File: src/rtl/text_encoding_guesser_core_assert.svh
// Assertion macros for the text encoding guesser core
`ifndef TEXT_ENCODING_GUESSER_CORE_ASSERT_SVH
`define TEXT_ENCODING_GUESSER_CORE_ASSERT_SVH

// hold consequent in the same cycle
`define TEG_ASSERT_NOW(label, clk, rst, pre, post, msg) \
   label: assert property (@(posedge clk) disable iff (rst) (pre) |-> (post)) \
      else $error(msg);

// hold consequent in the following cycle
`define TEG_ASSERT_NEXT(label, clk, rst, pre, post, msg) \
   label: assert property (@(posedge clk) disable iff (rst) (pre) |=> (post)) \
      else $error(msg);

`endif

File: src/rtl/teg_pkg.sv
// Shared types, constants and helper functions of the text encoding guesser
`default_nettype none

package teg_pkg;

   localparam int COUNT_WIDTH_DEFAULT = 16;

   localparam logic [1:0] ENC_UTF8      = 2'd0;
   localparam logic [1:0] ENC_SHIFT_JIS = 2'd1;
   localparam logic [1:0] ENC_LATIN1    = 2'd2;
   localparam logic [1:0] ENC_UNUSED    = 2'd3;

   localparam int BOM_LENGTH = 3;
   localparam logic [1:0] BOM_FULL = 2'd3;

   localparam logic [7:0] UTF8_LEAD_LOW  = 8'hC0;
   localparam logic [7:0] UTF8_LEAD_HIGH = 8'hFD;
   localparam logic [7:0] SJIS_TRAIL_LOW  = 8'h40;
   localparam logic [7:0] SJIS_TRAIL_HIGH = 8'hFC;
   localparam logic [7:0] KANA_LOW  = 8'hA1;
   localparam logic [7:0] KANA_HIGH = 8'hDF;
   localparam logic [7:0] SJIS_LEAD_A_LOW  = 8'h81;
   localparam logic [7:0] SJIS_LEAD_A_HIGH = 8'h9F;
   localparam logic [7:0] SJIS_LEAD_B_LOW  = 8'hE0;
   localparam logic [7:0] SJIS_LEAD_B_HIGH = 8'hEF;
   localparam logic [7:0] SJIS_BAD_FROM = 8'hF0;
   localparam logic [7:0] SJIS_BAD_A    = 8'h80;
   localparam logic [7:0] SJIS_BAD_B    = 8'hA0;

   localparam logic [3:0] OWED_MAX = 4'hF;
   localparam logic [1:0] DOUBLE_LEAD_MAX = 2'd3;
   localparam int KANA_SHIFT_HIGH = 4;
   localparam int KANA_SHIFT_LOW  = 2;
   localparam int KANA_GROWTH     = 5;

   typedef struct packed {
      logic [7:0] byte_value;
      logic       last_byte;
   } teg_req_type;

   typedef struct packed {
      logic [1:0] encoding_code;
   } teg_rsp_type;

   function automatic logic [7:0] bom_byte(input logic [1:0] idx);
      logic [7:0] result;
      case (idx)
         2'd0:    result = 8'hEF;
         2'd1:    result = 8'hBB;
         2'd2:    result = 8'hBF;
         default: result = 8'h00;
      endcase
      return result;
   endfunction

   // ones below the top bit, counted from bit 6 downwards until the first zero
   function automatic logic [2:0] lead_ones(input logic [6:0] bits);
      logic [2:0] count;
      logic       run;
      count = 3'd0;
      run   = 1'b1;
      for (int i = 6; i >= 0; i--) begin
         run = run & bits[i];
         if (run) begin
            count = count + 3'd1;
         end
      end
      return count;
   endfunction

endpackage

`default_nettype wire

File: src/rtl/teg_stream_if.sv
// Valid/ready stream interface carrying one word per handshake
`default_nettype none

interface teg_stream_if #(
   parameter type payload_type = logic
) ();
   logic        valid;
   logic        ready;
   payload_type payload;

   modport source (output valid, output payload, input ready);
   modport sink   (input valid, input payload, output ready);
endinterface

`default_nettype wire

File: src/rtl/text_encoding_guesser_core.sv
// Top level of the text encoding guesser: word registers, config and verdict output.
// A last byte's verdict is written to the verdict register when its word leaves the input register.
// Throughput: one word per cycle while no last-byte word waits in the input register.
// A last-byte word waits in the input register only while the verdict register is full and not being read.
// Reset (synchronous, active high) empties both registers, clears the trackers
// and clears the Shift_JIS preference bit.
`default_nettype none

module text_encoding_guesser_core #(
   parameter int COUNT_WIDTH = teg_pkg::COUNT_WIDTH_DEFAULT
) (
   input  wire logic    clock,
   input  wire logic    reset,
   teg_stream_if.sink   req_stream,
   teg_stream_if.source rsp_stream,
   input  wire logic    csr_write_enable,
   input  wire logic    csr_write_data
);
   import teg_pkg::*;

   logic        assume_ff;
   logic        s1_valid_ff;
   teg_req_type s1_word_ff;
   logic        out_valid_ff;
   logic [1:0]  out_code_ff;

   logic        out_free;
   logic        advance;
   logic [1:0]  code_in;

   assign out_free = !out_valid_ff || rsp_stream.ready;
   assign advance  = s1_valid_ff && (!s1_word_ff.last_byte || out_free);

   assign req_stream.ready = !s1_valid_ff || advance;
   assign rsp_stream.valid = out_valid_ff;
   assign rsp_stream.payload.encoding_code = out_code_ff;

   teg_tracker #(
      .COUNT_WIDTH (COUNT_WIDTH)
   ) u_tracker (
      .clock         (clock),
      .reset         (reset),
      .advance       (advance),
      .step          (s1_word_ff),
      .sjis_forced   (assume_ff),
      .encoding_code (code_in)
   );

   always_ff @(posedge clock) begin
      if (reset) begin
         assume_ff <= 1'b0;
      end else if (csr_write_enable) begin
         assume_ff <= csr_write_data;
      end
   end

   always_ff @(posedge clock) begin
      if (reset) begin
         s1_valid_ff <= 1'b0;
      end else if (req_stream.ready) begin
         s1_valid_ff <= req_stream.valid;
      end
   end

   always_ff @(posedge clock) begin
      if (req_stream.ready && req_stream.valid) begin
         s1_word_ff <= req_stream.payload;
      end
   end

   always_ff @(posedge clock) begin
      if (reset) begin
         out_valid_ff <= 1'b0;
      end else if (advance && s1_word_ff.last_byte) begin
         out_valid_ff <= 1'b1;
      end else if (rsp_stream.ready) begin
         out_valid_ff <= 1'b0;
      end
   end

   always_ff @(posedge clock) begin
      if (advance && s1_word_ff.last_byte) begin
         out_code_ff <= code_in;
      end
   end

`include "text_encoding_guesser_core_assert.svh"

   `TEG_ASSERT_NOW(a_code_defined, clock, reset, out_valid_ff, out_code_ff != ENC_UNUSED, "reserved encoding code on output")
   `TEG_ASSERT_NEXT(a_no_spurious_word, clock, reset, !out_valid_ff && !(s1_valid_ff && s1_word_ff.last_byte), !out_valid_ff, "verdict without a last byte")
   `TEG_ASSERT_NOW(a_stall_cause, clock, reset, s1_valid_ff && !advance, out_valid_ff && !rsp_stream.ready && s1_word_ff.last_byte, "input register stalled without a full verdict register")

endmodule

`default_nettype wire

File: src/rtl/teg_tracker.sv
// Per-buffer state trackers and verdict logic of the encoding guesser
`default_nettype none

module teg_tracker #(
   parameter int COUNT_WIDTH = teg_pkg::COUNT_WIDTH_DEFAULT
) (
   input  wire logic                clock,
   input  wire logic                reset,
   input  wire logic                advance,
   input  wire teg_pkg::teg_req_type step,
   input  wire logic                sjis_forced,
   output logic [1:0]               encoding_code
);
   import teg_pkg::*;

   localparam logic [COUNT_WIDTH-1:0] CountMax = {COUNT_WIDTH{1'b1}};
   localparam int WideWidth = COUNT_WIDTH + KANA_GROWTH;

   logic [3:0]             owed_ff, owed_in;
   logic                   utf8_ok_ff, utf8_ok_in;
   logic                   utf8_start_ff, utf8_start_in;
   logic                   sjis_ok_ff, sjis_ok_in;
   logic                   pending_ff, pending_in;
   logic [1:0]             dlead_ff, dlead_in;
   logic [COUNT_WIDTH-1:0] kana_ff, kana_in;
   logic [COUNT_WIDTH-1:0] count_ff, count_in;
   logic [1:0]             bom_stage_ff, bom_stage_in;
   logic                   bom_broken_ff, bom_broken_in;

   logic [7:0]           b;
   logic [4:0]           owed_sum;
   logic                 lead;
   logic [WideWidth-1:0] kana_wide;
   logic [WideWidth-1:0] kana_x20;
   logic [WideWidth-1:0] count_wide;

   assign b = step.byte_value;

   always_comb begin
      owed_in       = owed_ff;
      utf8_ok_in    = utf8_ok_ff;
      utf8_start_in = utf8_start_ff;
      sjis_ok_in    = sjis_ok_ff;
      dlead_in      = dlead_ff;
      kana_in       = kana_ff;
      bom_stage_in  = bom_stage_ff;
      bom_broken_in = bom_broken_ff;
      owed_sum      = {1'b0, owed_ff} + {2'b00, lead_ones(b[6:0])};

      if (count_ff < COUNT_WIDTH'(BOM_LENGTH) && !bom_broken_ff) begin
         if (b == bom_byte(count_ff[1:0])) begin
            bom_stage_in = bom_stage_ff + 2'd1;
         end else begin
            bom_broken_in = 1'b1;
         end
      end

      if (b[7:6] == 2'b10) begin
         if (owed_ff != 4'd0) begin
            owed_in = owed_ff - 4'd1;
         end
      end else begin
         if (owed_ff != 4'd0) begin
            utf8_ok_in = 1'b0;
         end
         if (b >= UTF8_LEAD_LOW && b <= UTF8_LEAD_HIGH) begin
            utf8_start_in = 1'b1;
            owed_in = (owed_sum > {1'b0, OWED_MAX}) ? OWED_MAX : owed_sum[3:0];
         end
      end

      if (pending_ff) begin
         if (b < SJIS_TRAIL_LOW || b > SJIS_TRAIL_HIGH) begin
            sjis_ok_in = 1'b0;
         end else if (dlead_ff != DOUBLE_LEAD_MAX) begin
            dlead_in = dlead_ff + 2'd1;
         end
      end else begin
         if (b >= KANA_LOW && b <= KANA_HIGH && kana_ff != CountMax) begin
            kana_in = kana_ff + COUNT_WIDTH'(1);
         end
         if (b >= SJIS_BAD_FROM || b == SJIS_BAD_A || b == SJIS_BAD_B) begin
            sjis_ok_in = 1'b0;
         end
      end

      lead = (b >= SJIS_LEAD_A_LOW && b <= SJIS_LEAD_A_HIGH) ||
             (b >= SJIS_LEAD_B_LOW && b <= SJIS_LEAD_B_HIGH);
      pending_in = lead && !pending_ff;
      if (pending_in && step.last_byte) begin
         sjis_ok_in = 1'b0;
      end

      count_in = (count_ff != CountMax) ? count_ff + COUNT_WIDTH'(1) : count_ff;

      kana_wide  = WideWidth'(kana_in);
      count_wide = WideWidth'(count_in);
      kana_x20   = (kana_wide << KANA_SHIFT_HIGH) + (kana_wide << KANA_SHIFT_LOW);

      if (count_in > COUNT_WIDTH'(BOM_LENGTH) && bom_stage_in == BOM_FULL) begin
         encoding_code = ENC_UTF8;
      end else if (sjis_ok_in && sjis_forced) begin
         encoding_code = ENC_SHIFT_JIS;
      end else if (utf8_ok_in && owed_in == 4'd0 && utf8_start_in) begin
         encoding_code = ENC_UTF8;
      end else if (sjis_ok_in && (dlead_in == DOUBLE_LEAD_MAX || kana_x20 > count_wide)) begin
         encoding_code = ENC_SHIFT_JIS;
      end else begin
         encoding_code = ENC_LATIN1;
      end
   end

   always_ff @(posedge clock) begin
      if (reset || (advance && step.last_byte)) begin
         owed_ff       <= 4'd0;
         utf8_ok_ff    <= 1'b1;
         utf8_start_ff <= 1'b0;
         sjis_ok_ff    <= 1'b1;
         pending_ff    <= 1'b0;
         dlead_ff      <= 2'd0;
         kana_ff       <= '0;
         count_ff      <= '0;
         bom_stage_ff  <= 2'd0;
         bom_broken_ff <= 1'b0;
      end else if (advance) begin
         owed_ff       <= owed_in;
         utf8_ok_ff    <= utf8_ok_in;
         utf8_start_ff <= utf8_start_in;
         sjis_ok_ff    <= sjis_ok_in;
         pending_ff    <= pending_in;
         dlead_ff      <= dlead_in;
         kana_ff       <= kana_in;
         count_ff      <= count_in;
         bom_stage_ff  <= bom_stage_in;
         bom_broken_ff <= bom_broken_in;
      end
   end

endmodule

`default_nettype wire

File: src/flat_wrapper.sv
// flat-port wrapper written by rule: the top's interface ports become plain ports
module text_encoding_guesser_core_flat import teg_pkg::*;
#(
   parameter int COUNT_WIDTH = teg_pkg::COUNT_WIDTH_DEFAULT
)
  (clock, reset, csr_write_enable, csr_write_data, req_stream_valid, req_stream_payload, req_stream_ready, rsp_stream_valid, rsp_stream_payload, rsp_stream_ready);
  teg_stream_if #(.payload_type(teg_req_type)) req_stream_i ();
  teg_stream_if #(.payload_type(teg_rsp_type)) rsp_stream_i ();
  input  wire logic clock;
  input  wire logic reset;
  input  wire logic csr_write_enable;
  input  wire logic csr_write_data;
  input wire logic [$bits(req_stream_i.valid)-1:0] req_stream_valid;
  input wire logic [$bits(req_stream_i.payload)-1:0] req_stream_payload;
  output wire logic [$bits(req_stream_i.ready)-1:0] req_stream_ready;
  output wire logic [$bits(rsp_stream_i.valid)-1:0] rsp_stream_valid;
  output wire logic [$bits(rsp_stream_i.payload)-1:0] rsp_stream_payload;
  input wire logic [$bits(rsp_stream_i.ready)-1:0] rsp_stream_ready;
  assign req_stream_i.valid = req_stream_valid;
  assign req_stream_i.payload = req_stream_payload;
  assign req_stream_ready = req_stream_i.ready;
  assign rsp_stream_valid = rsp_stream_i.valid;
  assign rsp_stream_payload = rsp_stream_i.payload;
  assign rsp_stream_i.ready = rsp_stream_ready;
  text_encoding_guesser_core #(.COUNT_WIDTH(COUNT_WIDTH)) u_core (.clock(clock), .reset(reset), .req_stream(req_stream_i), .rsp_stream(rsp_stream_i), .csr_write_enable(csr_write_enable), .csr_write_data(csr_write_data));
endmodule
File: config.mk
export PLATFORM = sky130hd
export DESIGN_NAME = text_encoding_guesser_core_flat
export DESIGN_NICKNAME = d
export VERILOG_FILES = /design/src/rtl/teg_pkg.sv /design/src/rtl/teg_stream_if.sv /design/src/rtl/text_encoding_guesser_core.sv /design/src/rtl/teg_tracker.sv /design/src/flat_wrapper.sv
export VERILOG_INCLUDE_DIRS = /design/src /design/src/rtl
export SDC_FILE = /design/constraint.sdc
export NUM_CORES = 1
export LEC_CHECK = 0
export BUFFER_PORTS_ARGS = -buffer_cell sky130_fd_sc_hd__buf_2
export CORE_MARGIN = 1
export CORE_UTILIZATION = 59
export DETAILED_ROUTE_END_ITERATION = 10
export MAX_ROUTING_LAYER = met4
export PLACE_DENSITY = 0.79
export SLEW_MARGIN = 20
export SYNTH_ARGS = -nofsm -noshare
export SYNTH_HDL_FRONTEND = slang
export SYNTH_SLANG_ARGS = --single-unit
File: constraint.sdc
create_clock -name clock -period 6.11 [get_ports clock]
set_clock_uncertainty 0.05 [all_clocks]
set_input_delay 0.611 -clock clock [delete_from_list [all_inputs] [get_ports clock]]
set_output_delay 0.611 -clock clock [all_outputs]
set_load 0.05 [all_outputs]
==> impl_metrics.py, run 1 <==
metrics = {
    "status": {
        "outcome": "finished clean",
    },
    "timing": {
        "period_share_pct": 95.1,
        "final-hold-violation-count": 0,
        "period_needed_ns": 5.81,
        "final-max-slew-violation-count": 0,
        "relSlewSlack_pct": 41.0,
        "fmax_mhz": 172,
        "fin_hold_ws_ns": 0.404,
        "worst_pin_slew_ns": 0.884,
        "setup_viol": 0,
    },
    "layout": {
        "fin_util_pct": 66.8,
        "fin_cells": 782,
        "synthToLayoutAreaGrowth_pct": 9.11,
        "fin_nets": 729,
        "drive_above_1_share_pct": 12.1,
        "fillCellCount": 718,
        "antennaDiodeCount": 0,
        "fin_area_um2": 5510,
    },
    "die": {
        "dieArea_um2": 8940,
        "rows": 33,
        "start_util_pct": 61.2,
        "die_h_um": 94.6,
        "core_area_um2": 8260,
        "die_w_um": 94.6,
        "io_pins": 19,
    },
    "place": {
        "place_area_um2": 5270,
        "port_buffers": 18,
        "gp_congestion": 0.932,
        "dp.cells": 761,
        "post-dp-hpwl_mm": 9.54,
    },
    "synth": {
        "synthTopCellsByArea": "dfxtp_1, ha_1, xnor2_1",
        "synth-seq-cells": 59,
        "yosysMostFrequentCell": "nor2_1",
        "synth_edf_count": 11,
        "ys_seq_area_share_pct": 25.6,
        "yosysTopAreaCell": "dfxtp_1",
        "avgSynthCellArea_um2": 7.75,
        "ys_async_sr_fraction_pct": 0,
        "syn_area_um2": 5050,
        "synth_common_cells": "nor2_1, nand2_1, dfxtp_1",
        "synth_top_cell_area_share_pct": 19.0,
        "syn-instance-count": 652,
        "synth_nets": 709,
        "ys_warn_count": 0,
        "synth_cell_type_count": 70,
        "synth_flop_cell": "dfxtp_1",
    },
    "global_routing": {
        "antenna_found_initial": 0,
        "grt.total_usage_pct": 29.8,
        "grt_pass1_wl_mm": 20.2,
        "gr-total-overflow": 0,
        "first_global_vias": 4394,
        "grt_max_degree": 46,
    },
    "worst_hold_path": {
        "holdCritPathClass": "in -> reg",
    },
    "drt": {
        "drc_errors": 0,
        "routed_wl_mm": 12.6,
        "via_count": 4815,
        "first_pass_iters": 5,
        "post_drt_via_cell_ratio": 6.16,
        "drt_iter0_drc": 453,
        "wl_per_cell_um": 16.1,
        "ant_nets": 0,
    },
    "critical_path": {
        "startpoint_type": "flop",
        "cp.required_ns": 6.14,
        "crit_arrival_ns": 5.84,
        "endpoint_kind": "flop",
        "criticalPathCategory": "reg -> reg",
        "critPathMaxFanout": 5,
    },
    "cts": {
        "clkSlewWorstSetupHoldPaths_ns": 0.07,
        "clk_path_buf_depth": 2,
        "cts-root-buf": "clkbuf_8",
        "cts.sinks": 59,
        "cts_tree": "done",
        "clk_latency_ns": 0.34,
        "htreeDepth": 3,
        "cts_hold_buf": 0,
        "cts_made_buffers": 9,
    },
    "power": {
        "ir_drop_mv": 0.234,
        "pwr_density_cell_nw_per_um2": 153,
        "cellLeakagePower_nw": 2.20,
    },
    "job": {
        "drv_cap": 0,
    },
}
## worst max-delay path, stage by stage, from the launching register on
cell and delay [ns]:
dfxtp_2 0.39, ha_2 0.22, nand4_1 0.19, or4_1 0.63, nand2_2 0.14, xnor2_1 0.16
ha_1 0.20, inv_1 0.06, fa_1 0.41, nor2b_1 0.13, o21ai_0 0.10, nand2b_1 0.12
o41a_1 0.19, a21o_1 0.16, a31o_1 0.18, a21o_1 0.14, a21oi_2 0.06, xnor2_1 0.14
ha_1 0.32, a21o_1 0.18, a211o_1 0.30, o311ai_2 0.30, nand4b_1 0.15, nor4b_2 0.30
a31oi_1 0.15, nor3b_2 0.17
## routing by layer
metal	routed length, um	GRT usage [%]	up-vias
met5	0	-	-
met4	250	9.97	0
met3	696	5.39	26
met2	5890	47.5	154
met1	5720	38.0	2265
li1	-	-	2370
## cell type report
class                      count  area, um^2  share of cell area (%)
multi-input combinational    538        3590                    65.1
clock buffer                  11         131                    2.38
inverter                      25        93.8                    1.70
clock inverter                 5        28.8                   0.522
timing repair buffer          39         248                    4.49
tap                          105         131                    2.38
sequential                    59        1290                    23.5
## placed cells by master (no fill, tap or decap), types with 7 or more instances in the layout
| cell type | n |
|---|---|
| xor2_1 | 23 |
| nor2_1 | 92 |
| nor3_1 | 17 |
| inv_1 | 25 |
| and2_1 | 7 |
| mux2i_1 | 9 |
| nand2b_1 | 7 |
| nand4_1 | 21 |
| buf_2 | 18 |
| and3_1 | 11 |
| dfxtp_1 | 46 |
| edfxtp_1 | 11 |
| clkbuf_8 | 9 |
| nand3_1 | 17 |
| a21oi_1 | 40 |
| xnor2_1 | 40 |
| nand2_1 | 64 |
| o21a_1 | 8 |
| ha_1 | 39 |
| o21ai_0 | 27 |
| buf_4 | 21 |
| a21o_1 | 8 |
| nor4_1 | 8 |
## power breakdown
group / switching (mW) / leakage [nW] / total, mW / internal (mW)
clock: 0.152 / 0.0834 / 0.297 / 0.145
sequential: 0.0113 / 0.496 / 0.419 / 0.408
combinational: 0.0734 / 1.62 / 0.126 / 0.0529
## flip-flops by register name (all words and copies together), names as in the netlist, 2 cells and up
register / cells
u_core.u_tracker.count_ff: 16
u_core.u_tracker.kana_ff: 16
u_core.s1_word_ff: 9
u_core.u_tracker.owed_ff: 4
u_core.rsp_stream.payload: 2
u_core.u_tracker.bom_stage_ff: 2
u_core.u_tracker.dlead_ff: 2
## final timing paths
kind | from | endpoint | slack [ns] | depth (start not counted)
min | req_stream_payload[7] | u_core.s1_word_ff[7]$_DFFE_PP_ | 0.40 | 1
min reg2reg | u_core.u_tracker.utf8_ok_ff$_SDFFE_PP1P_ | u_core.u_tracker.utf8_ok_ff$_SDFFE_PP1P_ | 0.43 | 2
max | u_core.u_tracker.kana_ff[0]$_SDFFE_PP0P_ | u_core.rsp_stream.payload[0]$_SDFFCE_PP0P_ | 0.30 | 25
max reg2reg | u_core.u_tracker.kana_ff[0]$_SDFFE_PP0P_ | u_core.rsp_stream.payload[0]$_SDFFCE_PP0P_ | 0.30 | 25
## per-stage QoR
step           power, mW  setup WS [ns]  setup TNS, ns
4_1_cts            0.842         0.0309              0
6_report           0.842          0.298              0
3_5_place_dp       0.547         0.0402              0
5_1_grt            0.883        -0.0805         -0.103
2_1_floorplan      0.515          0.531              0
3_3_place_gp       0.543          0.229              0
## logic make-up (layout without fill, tap and decap cells)
logic type	count (synthesis)	in the layout	share of synthesized area, %
fa+ha+maj	42	42	10.7
buf+inv	55	80	4.38
flops	59	59	25.6
compound gates	129	129	16.9
mux	12	12	2.45
simple gates	290	290	28.6
xor+xnor	65	65	11.4
## repair_timing
item | 4_1_cts | 5_1_grt
gates resized for setup | 0 | 11
endpoints found under the setup margin | 0 | 2
hold endpoints to repair | 0 | 0
setup buffers | 0 | 5
(Power assumes the default switching activity.)
==> run 2: changes to the inputs <==
==> constraint.sdc (replaced) <==
create_clock -name clock -period 7.2 [get_ports clock]
set_clock_uncertainty 0.05 [all_clocks]
set_input_delay 0.72 -clock clock [delete_from_list [all_inputs] [get_ports clock]]
set_output_delay 0.72 -clock clock [all_outputs]
set_load 0.01 [all_outputs]
==> impl_metrics.py, run 2 (synthesis results as in run 1) <==
metrics = {
    "status": {
        "outcome": "finished clean",
    },
    "cts": {
        "clk_path_buf_depth": 2,
        "postCtsSetupRepairBufs": 0,
        "cts_tree": "done",
        "cts_resized": 0,
        "clk_latency_ns": 0.34,
        "htreeDepth": 3,
        "clkSlewWorstSetupHoldPaths_ns": 0.08,
        "cts_hold_buf": 0,
        "cts-root-buf": "clkbuf_8",
        "cts.sinks": 59,
        "cts_made_buffers": 9,
    },
    "layout": {
        "final_cell_mix": "nor2_1, nand2_1, dfxtp_1",
        "drive_above_1_share_pct": 7.93,
        "fin_nets": 709,
        "antennaDiodeCount": 0,
        "synthToLayoutAreaGrowth_pct": 5.13,
        "fillCellCount": 734,
        "final_common_cell": "nor2_1",
        "top_regs": "u_core.u_tracker.count_ff: 16 flops, u_core.u_tracker.kana_ff: 16 flops, u_core.s1_word_ff: 9 flops",
    },
    "timing": {
        "fin_tns_setup_ns": 0,
        "fin_hold_ws_ns": 0.426,
        "setup_viol": 0,
        "period_needed_ns": 6.42,
        "period_share_pct": 89.2,
        "worst_pin_slew_ns": 0.901,
        "fmax_mhz": 156,
        "relSlewSlack_pct": 39.7,
        "rsz0062_at_grt": "false",
        "final-hold-violation-count": 0,
        "final-max-slew-violation-count": 0,
    },
    "critical_path": {
        "crit_arrival_ns": 6.46,
        "crit_chain": "ha_1, nand4_1, or4_1, nand2_1, nor2_1, xnor2_1, inv_1, ha_1, o21ai_0, nand2b_1, o41a_1, a21o_1, a31o_1, a21o_1, a21oi_2, xnor2_1, ha_1, a21o_1, a211o_1, o311ai_0, nand4b_1, nor4b_1, a31oi_1, nor3b_2",
        "startpoint_type": "flop",
        "critPathMaxFanout": 8,
        "critPathSlowestCell": "or4_1",
        "cp.required_ns": 7.24,
        "max_stage_delay_ns": 0.67,
        "criticalPathCategory": "reg -> reg",
        "endpoint_kind": "flop",
    },
    "drt": {
        "wl_per_cell_um": 15.7,
        "ant_nets": 0,
        "post_drt_via_cell_ratio": 6.16,
        "first_pass_iters": 6,
        "via_count": 4691,
        "routed_wl_mm": 12.0,
        "drt_iter0_drc": 389,
        "drc_errors": 0,
    },
    "die": {
        "die_h_um": 94.6,
        "die_w_um": 94.6,
        "rows": 33,
        "core_area_um2": 8260,
        "dieArea_um2": 8940,
        "start_util_pct": 61.2,
        "io_pins": 19,
    },
    "global_routing": {
        "grt_pass1_wl_mm": 19.8,
        "grt_max_degree": 46,
        "antenna_found_initial": 0,
        "first_global_vias": 4336,
        "gr-total-overflow": 0,
        "grt.total_usage_pct": 28.8,
    },
    "place": {
        "gp_congestion": 0.969,
        "post-dp-hpwl_mm": 9.22,
        "port_buffers": 18,
    },
    "worst_hold_path": {
        "holdCritPathClass": "reg -> reg",
    },
    "power": {
        "pwr_density_cell_nw_per_um2": 132,
        "cellLeakagePower_nw": 2.08,
        "ir_drop_mv": 0.156,
        "power_mw": 0.701,
    },
    "job": {
        "drv_cap": 0,
    },
}
run 2: cell types whose count changed in the layout (fill, tap and decap cells not counted), sizes merged:
cell	change
buf	-20
clkbuf	-2
clkinv	+1
clkinvlp	+1
inv	-1
run 2: path summary, 6_finish.rpt:
check                                                               from                                    endpoint  slack (ns)  cells after the start
worst max-delay path            u_core.u_tracker.kana_ff[0]$_SDFFE_PP0P_  u_core.rsp_stream.payload[0]$_SDFFCE_PP0P_        0.78                     24
worst min-delay path            u_core.u_tracker.utf8_ok_ff$_SDFFE_PP1P_    u_core.u_tracker.utf8_ok_ff$_SDFFE_PP1P_        0.43                      2
worst max register to register  u_core.u_tracker.kana_ff[0]$_SDFFE_PP0P_  u_core.rsp_stream.payload[0]$_SDFFCE_PP0P_        0.78                     24
worst min register to register  u_core.u_tracker.utf8_ok_ff$_SDFFE_PP1P_    u_core.u_tracker.utf8_ok_ff$_SDFFE_PP1P_        0.43                      2
run 2: where the power goes:
group	leakage, nW	internal, mW	switching (mW)	total, mW
Combinational	1.51	0.0388	0.0555	0.0942
Sequential	0.495	0.346	0.0120	0.358
Clock	0.0783	0.119	0.130	0.249
run 2: metrics by stage:
step | std cells | setup WS (ns) | cell area, um^2 | utilization, %
floorplan | 652 | 1.62 | 5050 | -
global placement | 746 | 1.01 | 5150 | 62.4
detailed placement | 746 | 0.764 | 5150 | 62.4
CTS | 761 | 0.779 | 5310 | 64.3
global route | 761 | 0.311 | 5310 | 64.3
finish | 761 | 0.777 | 5310 | 64.3
run 2: routing by layer:
layer | GRT usage [%] | up-vias | part of all wire [%] | wire length, um
met5 | - | - | 0 | 0
met4 | 7.20 | 0 | 0.97 | 116
met3 | 4.67 | 10 | 5.8 | 697
met2 | 47.3 | 165 | 47 | 5580
met1 | 36.8 | 2183 | 47 | 5580
li1 | - | 2333 | - | -
run 2: final cells by class:
cell class | count | area [um^2] | area share (%)
clock inverter | 6 | 33.8 | 0.636
sequential | 59 | 1290 | 24.3
clock buffer | 9 | 124 | 2.33
tap | 105 | 131 | 2.47
multi-input combinational | 538 | 3540 | 66.7
timing repair buffer | 19 | 97.6 | 1.84
inverter | 25 | 93.8 | 1.77
run 2: worst max-delay path: cells and delay by family, from the launching register on:
family,cells,cell delay [ns]
XOR/XNOR,2,0.41
buffers and inverters,1,0.13
flip-flops,1,0.43
adder cells (fa/ha/maj),3,0.91
AND/OR/NAND/NOR,8,2.10
AO/OA/AOI/OAI,10,2.16
